File: src/rtl/pts_pkg.sv
// pts_pkg: shared constants, codes and control types for the task scheduler
// used by pts_ctrl, pts_dp and priority_task_scheduler_semaphores
// no dependencies
package pts_pkg;

	// default sizes
	localparam int NUM_TASKS_DEF      = 4;
	localparam int NUM_SEMS_DEF       = 2;
	localparam int PRIORITY_LIMIT_DEF = 100;

	// command codes on func
	localparam logic [2:0] FN_SCHED  = 3'd0;
	localparam logic [2:0] FN_WAIT   = 3'd1;
	localparam logic [2:0] FN_SIGNAL = 3'd2;
	localparam logic [2:0] FN_SLICE  = 3'd3;
	localparam logic [2:0] FN_FINISH = 3'd4;
	localparam logic [2:0] FN_LOAD   = 3'd5;

	// task record states
	localparam logic [2:0] TS_DONE    = 3'd0;
	localparam logic [2:0] TS_READY_H = 3'd1;
	localparam logic [2:0] TS_READY_L = 3'd2;
	localparam logic [2:0] TS_WAITING = 3'd3;
	localparam logic [2:0] TS_RUNNING = 3'd4;

	// result status codes
	localparam logic [2:0] STS_OK       = 3'd0;
	localparam logic [2:0] STS_BLOCKED  = 3'd1;
	localparam logic [2:0] STS_WOKEN    = 3'd2;
	localparam logic [2:0] STS_NONE_RDY = 3'd3;
	localparam logic [2:0] STS_NO_RUN   = 3'd4;

	// block count that triggers a boost to priority zero
	localparam logic [1:0] BOOST_AT = 2'd3;

	// semaphore count limits and reset values
	localparam logic signed [3:0] SEM_MIN      = -4'sd8;
	localparam logic signed [3:0] SEM_MAX      = 4'sd7;
	localparam logic signed [3:0] SEM_RST      = 4'sd1;
	localparam logic [2:0]        SEM_INIT_RST = 3'd1;

	// controller to datapath commands
	typedef struct packed {
		logic capture;
		logic scan;
		logic exec;
	} ctl_cmd_t;

	// datapath to controller status
	typedef struct packed {
		logic scan_last;
	} ctl_sts_t;

endpackage

File: src/rtl/pts_ctrl.sv
// pts_ctrl: command sequencer of the task scheduler
// depends on pts_pkg
module pts_ctrl
	import pts_pkg::*;
(
	input  logic       clk,
	input  logic       arst_n,
	input  logic       start,
	input  logic [2:0] func,
	input  ctl_sts_t   sts,
	output ctl_cmd_t   cmd,
	output logic       busy,
	output logic       done
);

	localparam logic [1:0] S_IDLE = 2'd0;
	localparam logic [1:0] S_SCAN = 2'd1;
	localparam logic [1:0] S_EXEC = 2'd2;

	logic [1:0] state_q;
	logic [1:0] state_d;
	logic       done_q;

	// next state and commands
	always_comb begin
		state_d     = state_q;
		cmd.capture = 1'b0;
		cmd.scan    = 1'b0;
		cmd.exec    = 1'b0;
		case (state_q)
			S_IDLE: begin
				if (start) begin
					cmd.capture = 1'b1;
					state_d     = (func == FN_SCHED) ? S_SCAN : S_EXEC;
				end
			end
			S_SCAN: begin
				cmd.scan = 1'b1;
				if (sts.scan_last) begin
					state_d = S_EXEC;
				end
			end
			S_EXEC: begin
				cmd.exec = 1'b1;
				state_d  = S_IDLE;
			end
			default: begin
				state_d = S_IDLE;
			end
		endcase
	end

	// state and result strobe
	always_ff @(posedge clk or negedge arst_n) begin
		if (!arst_n) begin
			state_q <= S_IDLE;
			done_q  <= 1'b0;
		end else begin
			state_q <= state_d;
			done_q  <= cmd.exec;
		end
	end

	assign busy = (state_q != S_IDLE);
	assign done = done_q;

endmodule

File: src/rtl/pts_dp.sv
// pts_dp: task records, semaphores, wait lists, pick scan and command execution
// depends on pts_pkg
module pts_dp
	import pts_pkg::*;
#(
	parameter int NUM_TASKS      = NUM_TASKS_DEF,
	parameter int NUM_SEMS       = NUM_SEMS_DEF,
	parameter int PRIORITY_LIMIT = PRIORITY_LIMIT_DEF,
	localparam int TW = $clog2(NUM_TASKS),
	localparam int SW = (NUM_SEMS > 1) ? $clog2(NUM_SEMS) : 1
)
(
	input  logic          clk,
	input  logic          arst_n,
	input  ctl_cmd_t      cmd,
	output ctl_sts_t      sts,
	input  logic [2:0]    func,
	input  logic [TW-1:0] task_index,
	input  logic [SW-1:0] sem_index,
	input  logic [7:0]    priority_req,
	output logic [TW-1:0] running_task,
	output logic          running_valid,
	output logic [2:0]    status,
	output logic [TW-1:0] woken_task,
	output logic          woken_valid,
	output logic          boosted
);

	// captured command
	logic [2:0]    func_q;
	logic [TW-1:0] tix_q;
	logic [SW-1:0] six_q;
	logic [7:0]    preq_q;

	// task records
	logic [2:0]    st_q     [NUM_TASKS];
	logic [7:0]    pr_q     [NUM_TASKS];
	logic [1:0]    bc_q     [NUM_TASKS];
	logic [TW-1:0] nw_q     [NUM_TASKS];
	logic          nw_vld_q [NUM_TASKS];

	// semaphores
	logic signed [3:0] cnt_q      [NUM_SEMS];
	logic [TW-1:0]     head_q     [NUM_SEMS];
	logic              head_vld_q [NUM_SEMS];
	logic [TW-1:0]     tail_q     [NUM_SEMS];

	// running task
	logic [TW-1:0] cur_q;
	logic          cur_vld_q;

	// scan state
	logic [TW-1:0] idx_q;
	logic [7:0]    cur_pr_q;
	logic [TW-1:0] bh_q, bl_q;
	logic [7:0]    bh_pr_q, bl_pr_q;
	logic [1:0]    bh_bc_q, bl_bc_q;
	logic          bh_vld_q, bl_vld_q;

	// results
	logic [2:0]    status_q;
	logic [TW-1:0] woken_q;
	logic          woken_vld_q;
	logic          boost_q;

	// combinational
	logic              sem_ok, tix_ok;
	logic [TW-1:0]     raddr;
	logic [2:0]        rd_st;
	logic [7:0]        rd_pr;
	logic [1:0]        rd_bc;
	logic [TW-1:0]     rd_nw;
	logic              rd_nw_vld;
	logic              h_hit, l_hit;
	logic              pv;
	logic [TW-1:0]     pd;
	logic [7:0]        pd_pr;
	logic [1:0]        pd_bc;
	logic signed [3:0] cnt_cur, cnt_dn, cnt_up;
	logic [TW-1:0]     head_cur, tail_cur;
	logic              head_vld_cur;

	assign sem_ok = (int'(six_q) < NUM_SEMS);
	assign tix_ok = (int'(tix_q) < NUM_TASKS);

	// semaphore selected by the command
	always_comb begin
		cnt_cur      = SEM_RST;
		head_cur     = '0;
		tail_cur     = '0;
		head_vld_cur = 1'b0;
		if (sem_ok) begin
			cnt_cur      = cnt_q[six_q];
			head_cur     = head_q[six_q];
			tail_cur     = tail_q[six_q];
			head_vld_cur = head_vld_q[six_q];
		end
	end

	assign cnt_dn = (cnt_cur != SEM_MIN) ? cnt_cur - 4'sd1 : cnt_cur;
	assign cnt_up = (cnt_cur != SEM_MAX) ? cnt_cur + 4'sd1 : cnt_cur;

	// single read port into the task records
	always_comb begin
		case (func_q)
			FN_SCHED:  raddr = idx_q;
			FN_WAIT:   raddr = cur_q;
			FN_SIGNAL: raddr = head_cur;
			default:   raddr = tix_q;
		endcase
	end

	always_comb begin
		rd_st     = TS_DONE;
		rd_pr     = '0;
		rd_bc     = '0;
		rd_nw     = '0;
		rd_nw_vld = 1'b0;
		if (int'(raddr) < NUM_TASKS) begin
			rd_st     = st_q[raddr];
			rd_pr     = pr_q[raddr];
			rd_bc     = bc_q[raddr];
			rd_nw     = nw_q[raddr];
			rd_nw_vld = nw_vld_q[raddr];
		end
	end

	// scan compare: strict less keeps the lowest index on a tie
	assign h_hit = (rd_st == TS_READY_H) && (rd_pr < bh_pr_q);
	assign l_hit = (rd_st == TS_READY_L) && (rd_pr < bl_pr_q);
	assign sts.scan_last = (idx_q == TW'(NUM_TASKS - 1));

	// pick: best ready-high, else best ready-low
	assign pv    = bh_vld_q || bl_vld_q;
	assign pd    = bh_vld_q ? bh_q    : bl_q;
	assign pd_pr = bh_vld_q ? bh_pr_q : bl_pr_q;
	assign pd_bc = bh_vld_q ? bh_bc_q : bl_bc_q;

	// command capture and pick scan
	always_ff @(posedge clk) begin
		if (cmd.capture) begin
			func_q   <= func;
			tix_q    <= task_index;
			six_q    <= sem_index;
			preq_q   <= priority_req;
			idx_q    <= '0;
			bh_vld_q <= 1'b0;
			bl_vld_q <= 1'b0;
			bh_pr_q  <= 8'(PRIORITY_LIMIT);
			bl_pr_q  <= 8'(PRIORITY_LIMIT);
		end else if (cmd.scan) begin
			idx_q <= idx_q + TW'(1);
			if (h_hit) begin
				bh_q     <= idx_q;
				bh_pr_q  <= rd_pr;
				bh_bc_q  <= rd_bc;
				bh_vld_q <= 1'b1;
			end
			if (l_hit) begin
				bl_q     <= idx_q;
				bl_pr_q  <= rd_pr;
				bl_bc_q  <= rd_bc;
				bl_vld_q <= 1'b1;
			end
			if (cur_vld_q && (idx_q == cur_q)) begin
				cur_pr_q <= rd_pr;
			end
		end
	end

	// command execution on the scheduler state
	always_ff @(posedge clk or negedge arst_n) begin
		if (!arst_n) begin
			for (int i = 0; i < NUM_TASKS; i++) begin
				st_q[i]     <= TS_DONE;
				pr_q[i]     <= '0;
				bc_q[i]     <= '0;
				nw_q[i]     <= '0;
				nw_vld_q[i] <= 1'b0;
			end
			for (int s = 0; s < NUM_SEMS; s++) begin
				cnt_q[s]      <= SEM_RST;
				head_q[s]     <= '0;
				head_vld_q[s] <= 1'b0;
				tail_q[s]     <= '0;
			end
			cur_q       <= '0;
			cur_vld_q   <= 1'b0;
			status_q    <= STS_OK;
			woken_q     <= '0;
			woken_vld_q <= 1'b0;
			boost_q     <= 1'b0;
		end else if (cmd.exec) begin
			status_q    <= STS_OK;
			woken_q     <= '0;
			woken_vld_q <= 1'b0;
			boost_q     <= 1'b0;
			case (func_q)
				FN_SCHED: begin
					if (!pv) begin
						if (!cur_vld_q) begin
							status_q <= STS_NONE_RDY;
						end
					end else begin
						if (!cur_vld_q) begin
							st_q[pd]  <= TS_RUNNING;
							cur_q     <= pd;
							cur_vld_q <= 1'b1;
						end else if (pd_pr < cur_pr_q) begin
							st_q[cur_q] <= TS_READY_H;
							st_q[pd]    <= TS_RUNNING;
							cur_q       <= pd;
						end
						// boost applies to any valid pick
						if (pd_bc == BOOST_AT) begin
							bc_q[pd] <= '0;
							pr_q[pd] <= '0;
							boost_q  <= 1'b1;
						end
					end
				end
				FN_WAIT: begin
					if (sem_ok) begin
						if (!cur_vld_q) begin
							status_q <= STS_NO_RUN;
						end else begin
							cnt_q[six_q] <= cnt_dn;
							// count went negative: block onto the wait list tail
							if (cnt_dn[3]) begin
								st_q[cur_q]     <= TS_WAITING;
								nw_vld_q[cur_q] <= 1'b0;
								if (rd_bc != BOOST_AT) begin
									bc_q[cur_q] <= rd_bc + 2'd1;
								end
								if (head_vld_cur) begin
									nw_q[tail_cur]     <= cur_q;
									nw_vld_q[tail_cur] <= 1'b1;
								end else begin
									head_q[six_q]     <= cur_q;
									head_vld_q[six_q] <= 1'b1;
								end
								tail_q[six_q] <= cur_q;
								cur_vld_q     <= 1'b0;
								status_q      <= STS_BLOCKED;
							end
						end
					end
				end
				FN_SIGNAL: begin
					if (sem_ok) begin
						cnt_q[six_q] <= cnt_up;
						// count still not positive: wake the head waiter
						if ((cnt_up[3] || (cnt_up == 4'sd0)) && head_vld_cur) begin
							head_q[six_q]     <= rd_nw;
							head_vld_q[six_q] <= rd_nw_vld;
							nw_vld_q[raddr]   <= 1'b0;
							st_q[raddr]       <= TS_READY_H;
							woken_q           <= raddr;
							woken_vld_q       <= 1'b1;
							status_q          <= STS_WOKEN;
						end
					end
				end
				FN_SLICE, FN_FINISH: begin
					if (!cur_vld_q) begin
						status_q <= STS_NO_RUN;
					end else begin
						st_q[cur_q] <= (func_q == FN_SLICE) ? TS_READY_L : TS_DONE;
						cur_vld_q   <= 1'b0;
					end
				end
				FN_LOAD: begin
					if (tix_ok && (rd_st != TS_RUNNING) && (rd_st != TS_WAITING)) begin
						st_q[tix_q]     <= TS_READY_H;
						pr_q[tix_q]     <= preq_q;
						bc_q[tix_q]     <= '0;
						nw_vld_q[tix_q] <= 1'b0;
					end
				end
				default: begin
				end
			endcase
		end
	end

	assign running_task  = cur_vld_q ? cur_q : '0;
	assign running_valid = cur_vld_q;
	assign status        = status_q;
	assign woken_task    = woken_q;
	assign woken_valid   = woken_vld_q;
	assign boosted       = boost_q;

endmodule

File: src/rtl/priority_task_scheduler_semaphores.sv
// priority_task_scheduler_semaphores: top level of the hardware task scheduler
// depends on pts_pkg, pts_ctrl and pts_dp
//
// A command is taken when start is high and busy is low. Schedule scans the
// task records one per cycle, then enters the execute state; other commands
// enter it straight from accept. done, registered from it, is high for a
// single cycle with the result on the result ports and cannot be held off
// by the receiver; busy is already low in that cycle, so the next command
// may be issued there. running_task and running_valid keep showing the
// current running task between commands. After reset every semaphore count
// is 1, the reset value of sem_initial; a write to sem_initial is held in
// the register and does not change the live counts. No clearing pass.
module priority_task_scheduler_semaphores
	import pts_pkg::*;
#(
	parameter int NUM_TASKS      = NUM_TASKS_DEF,
	parameter int NUM_SEMS       = NUM_SEMS_DEF,
	parameter int PRIORITY_LIMIT = PRIORITY_LIMIT_DEF,
	localparam int TW = $clog2(NUM_TASKS),
	localparam int SW = (NUM_SEMS > 1) ? $clog2(NUM_SEMS) : 1
)
(
	input  logic          clk,
	input  logic          arst_n,
	input  logic          start,
	output logic          busy,
	input  logic [2:0]    func,
	input  logic [TW-1:0] task_index,
	input  logic [SW-1:0] sem_index,
	input  logic [7:0]    priority_req,
	output logic          done,
	output logic [TW-1:0] running_task,
	output logic          running_valid,
	output logic [2:0]    status,
	output logic [TW-1:0] woken_task,
	output logic          woken_valid,
	output logic          boosted,
	input  logic          cfg_we,
	input  logic [2:0]    cfg_wdata
);

	ctl_cmd_t   cmd;
	ctl_sts_t   sts;
	logic [2:0] sem_initial_q;

	// configuration register
	always_ff @(posedge clk or negedge arst_n) begin
		if (!arst_n) begin
			sem_initial_q <= SEM_INIT_RST;
		end else if (cfg_we) begin
			sem_initial_q <= cfg_wdata;
		end
	end

	// command sequencer
	pts_ctrl u_ctrl (
		.clk    (clk),
		.arst_n (arst_n),
		.start  (start),
		.func   (func),
		.sts    (sts),
		.cmd    (cmd),
		.busy   (busy),
		.done   (done)
	);

	// scheduler state and execution
	pts_dp #(
		.NUM_TASKS      (NUM_TASKS),
		.NUM_SEMS       (NUM_SEMS),
		.PRIORITY_LIMIT (PRIORITY_LIMIT)
	) u_dp (
		.clk           (clk),
		.arst_n        (arst_n),
		.cmd           (cmd),
		.sts           (sts),
		.func          (func),
		.task_index    (task_index),
		.sem_index     (sem_index),
		.priority_req  (priority_req),
		.running_task  (running_task),
		.running_valid (running_valid),
		.status        (status),
		.woken_task    (woken_task),
		.woken_valid   (woken_valid),
		.boosted       (boosted)
	);

	// an accepted transaction always makes the block busy
	a_accept_busy: assert property (@(posedge clk) disable iff (!arst_n)
		(start && !busy) |=> busy)
		else $error("accepted transaction did not raise busy");

	// a blocked running task leaves the processor idle
	a_block_idle: assert property (@(posedge clk) disable iff (!arst_n)
		(done && (status == STS_BLOCKED)) |-> !running_valid)
		else $error("running task still valid after blocking");

	// a woken task is reported exactly with the woken status
	a_woken_status: assert property (@(posedge clk) disable iff (!arst_n)
		done |-> (woken_valid == (status == STS_WOKEN)))
		else $error("woken_valid disagrees with status");

	// a boost comes only from a schedule that leaves a task running
	a_boost_run: assert property (@(posedge clk) disable iff (!arst_n)
		(done && boosted) |-> (running_valid && (status == STS_OK)))
		else $error("boost reported without a running task");

	// the configuration register changes only on a write
	a_cfg_hold: assert property (@(posedge clk) disable iff (!arst_n)
		!cfg_we |=> $stable(sem_initial_q))
		else $error("sem_initial changed without a write");

endmodule

File: config.mk
export PLATFORM = sky130hd
export DESIGN_NAME = priority_task_scheduler_semaphores
export DESIGN_NICKNAME = d
export VERILOG_FILES = /design/src/rtl/pts_pkg.sv /design/src/rtl/pts_ctrl.sv /design/src/rtl/pts_dp.sv /design/src/rtl/priority_task_scheduler_semaphores.sv
export SDC_FILE = /design/constraint.sdc
export NUM_CORES = 1
export LEC_CHECK = 0
export BUFFER_PORTS_ARGS = -buffer_cell sky130_fd_sc_hd__buf_2
export CAP_MARGIN = 20
export CORE_ASPECT_RATIO = 1.5
export CORE_MARGIN = 2
export CORE_UTILIZATION = 40
export CTS_CLUSTER_SIZE = 24
export DETAILED_ROUTE_END_ITERATION = 12
export PLACE_DENSITY = 0.64
export SKIP_LAST_GASP = 1
export SLEW_MARGIN = 20
export SYNTH_ARGS = -nofsm -noshare
export SYNTH_HDL_FRONTEND = slang
export SYNTH_SLANG_ARGS = --single-unit
File: constraint.sdc
create_clock -name clk -period 4.2 [get_ports clk]
set_input_delay 0.42 -clock clk [delete_from_list [all_inputs] [get_ports clk]]
set_output_delay 0.42 -clock clk [all_outputs]
set_load 0.01 [all_outputs]
==> metrics.md <==
| Metric | Value |
|---|---|
| Status | `complete, no violations` |
| Final clock period utilization by the worst path | `93.2%` |
| Data arrival time of the critical path | `4060 ps` |
| Vias post-DR | `6286` |
| Sequential area share after synthesis | `47.1%` |
| Leak Pwr | `3.98 nW` |
| Antenna Diode Count | `0` |
| Power Internal | `3.26 mW` |
| Width of the die | `118 µm` |
| DRT Wirelength | `21400 µm` |
| Combinational power share | `26.5%` |
| GRT Overall Usage | `21.6%` |
| Maximum resistive drop on vdd | `0.301 mV` |
| Final Wtd Congestion | `0.956` |
| Via count of the first global-routing pass | `6411` |
| Via density per instance | `5.85` |
| Setup Total Neg Slack | `0 ps` |
| Highest-count cells in the layout ignoring fill and taps | `93 x dfrtp_1, 66 x nand2_1, 60 x nor2_1` |
| Number of iterations in the first detailed-routing pass | `6` |
| Worst setup SP type | `flop` |
| CP max FO | `13` |
| Number of nets in the synthesized netlist | `817` |
| Count of hold buffers inserted by post-cts repair | `0` |
| Total count of max-transition violations in the final report | `0` |
| # Max-Cap Violations | `0` |
| Worst setup path class | `reg -> reg` |
| Number of enable flip-flop cells after synthesis | `30` |
| Synth async-reset ratio | `65.5%` |
| First-pass GRT wire length | `34800 µm` |
| Die Y-Extent | `175 µm` |
| Register share of total power | `38.8%` |
| Core ar. | `0.0192 mm²` |
| Total net switching power | `1.57 mW` |
| Wire length per cell | `20.0 µm` |
| TritonCTS clock tree | `built` |
| Half-perimeter wire length of the detailed placement result | `15300 µm` |
| Cell area after synthesis | `0.00782 mm²` |
| Classification of the worst-slack hold path | `in -> async` |
| Proportion of total power due to net switching | `32.5%` |
| Predominant post-synthesis flop cell | `dfrtp_1` |
| Pwr/cell area | `537 mW/mm²` |
| Die ar. | `0.0207 mm²` |
| Cell count after synthesis | `771` |
| Count of different cell masters after synthesis | `68` |
| Transition time at the pin with the least slew margin | `934 ps` |
| Count of cells resized by post-cts repair | `0` |
| Number of hold-slack violations in the final timing report | `0` |
| Clock sink total | `145` |
| Count of nets after finishing | `851` |
| Setup-failing EPs final | `0` |
| Antenna violations before repair | `0` |
| Final Power | `4.83 mW` |
| Antenna-violating nets left | `0` |
| Register bit count reported by yosys | `145` |
| Count of standard-cell rows | `62` |
| Peak clock frequency supported by timing | `255 MHz` |
| Post-Syn Area per Cell | `10.1 µm²` |
| Leading cell type in the layout, fill and taps excluded | `dfrtp_1` |
| TritonCTS buffer count | `17` |
| Count of synthesis-stage warnings from yosys | `0` |
| Residual DRC | `0` |
| Area added between synthesis and finish | `15.1%` |
| Number of buffers on the longest clock path | `2` |
| Pin count of the biggest net entering global routing | `66` |
| Kind of end point of the critical path | `flop` |
| Worst-path clk slew | `60 ps` |
| Deepest level of the CTS H-tree | `4` |
| Global-route congestion overflow total | `0` |
| Initial core utilization | `40.8%` |
| Share of power burned in the clock network | `34.7%` |
| Cell at the root of the clock tree | `clkbuf_16` |
| Unrepaired setup endpoints after global routing | `no` |
| Clock Latency Late Sink | `430 ps` |
| Maximum clock skew at final layout | `8.80 ps` |
| Post-CTS Setup Repair Bufs | `0` |
| Total of buffers placed on input and output ports | `28` |
| Starting DRT DRC Count | `554` |
| Share of cells above drive strength 1 | `17.1%` |
| Required time worst endpoint | `4340 ps` |
| Minimum period implied by the final worst setup slack | `3920 ps` |
| Total I/O pin count | `33` |
| Worst slew slack as a fraction of its limit | `37.6%` |
-- sequential cells by signal (all words and copies together) (netlist names), 3 cells and up --
signal         count
u_dp.pr_q         32
u_dp.st_q         12
u_dp.bc_q          8
u_dp.bh_pr_q       8
u_dp.bl_pr_q       8
u_dp.cnt_q         8
u_dp.cur_pr_q      8
u_dp.nw_q          8
u_dp.preq_q        8
u_dp.head_q        4
u_dp.nw_vld_q      4
u_dp.tail_q        4
u_dp.func_q        3
u_dp.status        3
-- worst paths after layout --
| kind | from | endpoint | slack [ps] | cells after the start |
|---|---|---|---|---|
| hold / removal | arst_n | u_dp.status[2]$_DFFE_PN0P_ | 90 | 1 |
| max in group asynchronous | arst_n | u_dp.pr_q[31]$_DFFE_PN0P_ | 3130 | 2 |
| setup / recovery | u_dp.func_q[0]$_DFFE_PP_ | u_dp.bl_q[1]$_DFFE_PP_ | 280 | 12 |
| setup reg to reg | u_dp.func_q[0]$_DFFE_PP_ | u_dp.bl_q[1]$_DFFE_PP_ | 280 | 12 |
| min in group clk | priority_req[2] | u_dp.preq_q[2]$_DFFE_PP_ | 160 | 1 |
| hold reg to reg | u_dp.status[2]$_DFFE_PN0P_ | u_dp.status[2]$_DFFE_PN0P_ | 470 | 1 |
-- synthesized netlist by cell type (3+ instances only) --
master,number,area (µm²)
a211oi_1,8,60.1
a21o_1,9,67.6
a21oi_1,43,215
a221oi_1,6,52.6
a22o_1,39,342
a22oi_1,8,60.1
a31oi_1,6,37.5
and2_0,3,18.8
and2_1,6,37.5
and3_1,6,37.5
buf_1,4,15.0
clkbuf_1,33,124
dfrtp_1,93,2330
dfxtp_1,20,400
edfxtp_1,30,901
ha_1,25,313
inv_1,38,143
mux2_2,20,225
mux2i_1,24,240
mux4_2,15,338
nand2_1,66,248
nand2b_1,5,31.3
nand3_1,25,125
nor2_1,61,229
nor2b_1,8,50.1
nor3_1,9,45.0
nor4_1,3,18.8
o211ai_1,6,45.0
o21a_1,9,67.6
o21ai_0,55,275
o21ai_1,8,40.0
o221ai_1,3,26.3
o22ai_1,6,37.5
o2bb2ai_1,4,35.0
o31ai_1,11,82.6
or2_2,4,25.0
or3_1,5,31.3
-- power groups by stage --
stage | Sequential [mW] | Combinational, mW | Clock [mW]
after global placement | 1.89 | 1.25 | 0
after global routing | 1.90 | 1.41 | 1.77
after detailed placement | 1.89 | 1.27 | 0
final | 1.87 | 1.28 | 1.67
after CTS | 1.87 | 1.27 | 1.70
after floorplan | 1.83 | 0.938 | 0
-- stage by stage --
| step | worst slack (ps) | std cells | instance area (µm²) | hold WS, ps | utilization, % |
|---|---|---|---|---|---|
| 3_3_place_gp | 232 | 1042 | 8340 | 456 | 43.5 |
| 3_5_place_dp | 191 | 1042 | 8340 | 461 | 43.5 |
| 4_1_cts | 178 | 1074 | 8990 | 117 | 46.9 |
| 2_1_floorplan | 142 | 771 | 7820 | 124 | - |
| 6_report | 284 | 1074 | 8990 | 89.5 | 46.9 |
| 5_1_grt | 108 | 1074 | 8990 | 146 | 46.9 |
-- per-layer routing --
metal  global-route usage [%]  routed length [µm]  vias to the layer above
met5                        0                   0                        -
met4                     11.8                1100                        0
met3                     3.72                 860                       74
met2                     38.4               11200                      207
met1                     24.3                8280                     3072
li1                         -                   -                     2933
-- area by class of cell --
cell class	instances	area (µm²)
sequential	145	3680
clock buffer	19	453
timing repair buffer	57	373
inverter	38	143
clock inverter	13	200
tap	256	320
multi-input combinational	546	3820
fill	1802	10200
-- worst max-delay path: stages (launching register included) --
cell	delay [ps]
edfxtp_1	430
or3b_1	440
o21ai_2	160
a211o_1	410
mux4_2	670
ha_1	350
a21oi_1	130
nor2b_1	50
o21ai_0	170
nand2_1	90
nor3b_1	200
o311a_2	360
buf_12	180
-- cell families after synthesis --
logic type      Yosys count  synth area share (%)
compound gates          241                  20.8
simple gates            217                  13.2
flops                   145                  47.1
buf+inv                  80                  4.11
mux                      59                  10.3
fa+ha+maj                25                  4.00
xor+xnor                  4                 0.448
Power figures use the tool's default switching activity.
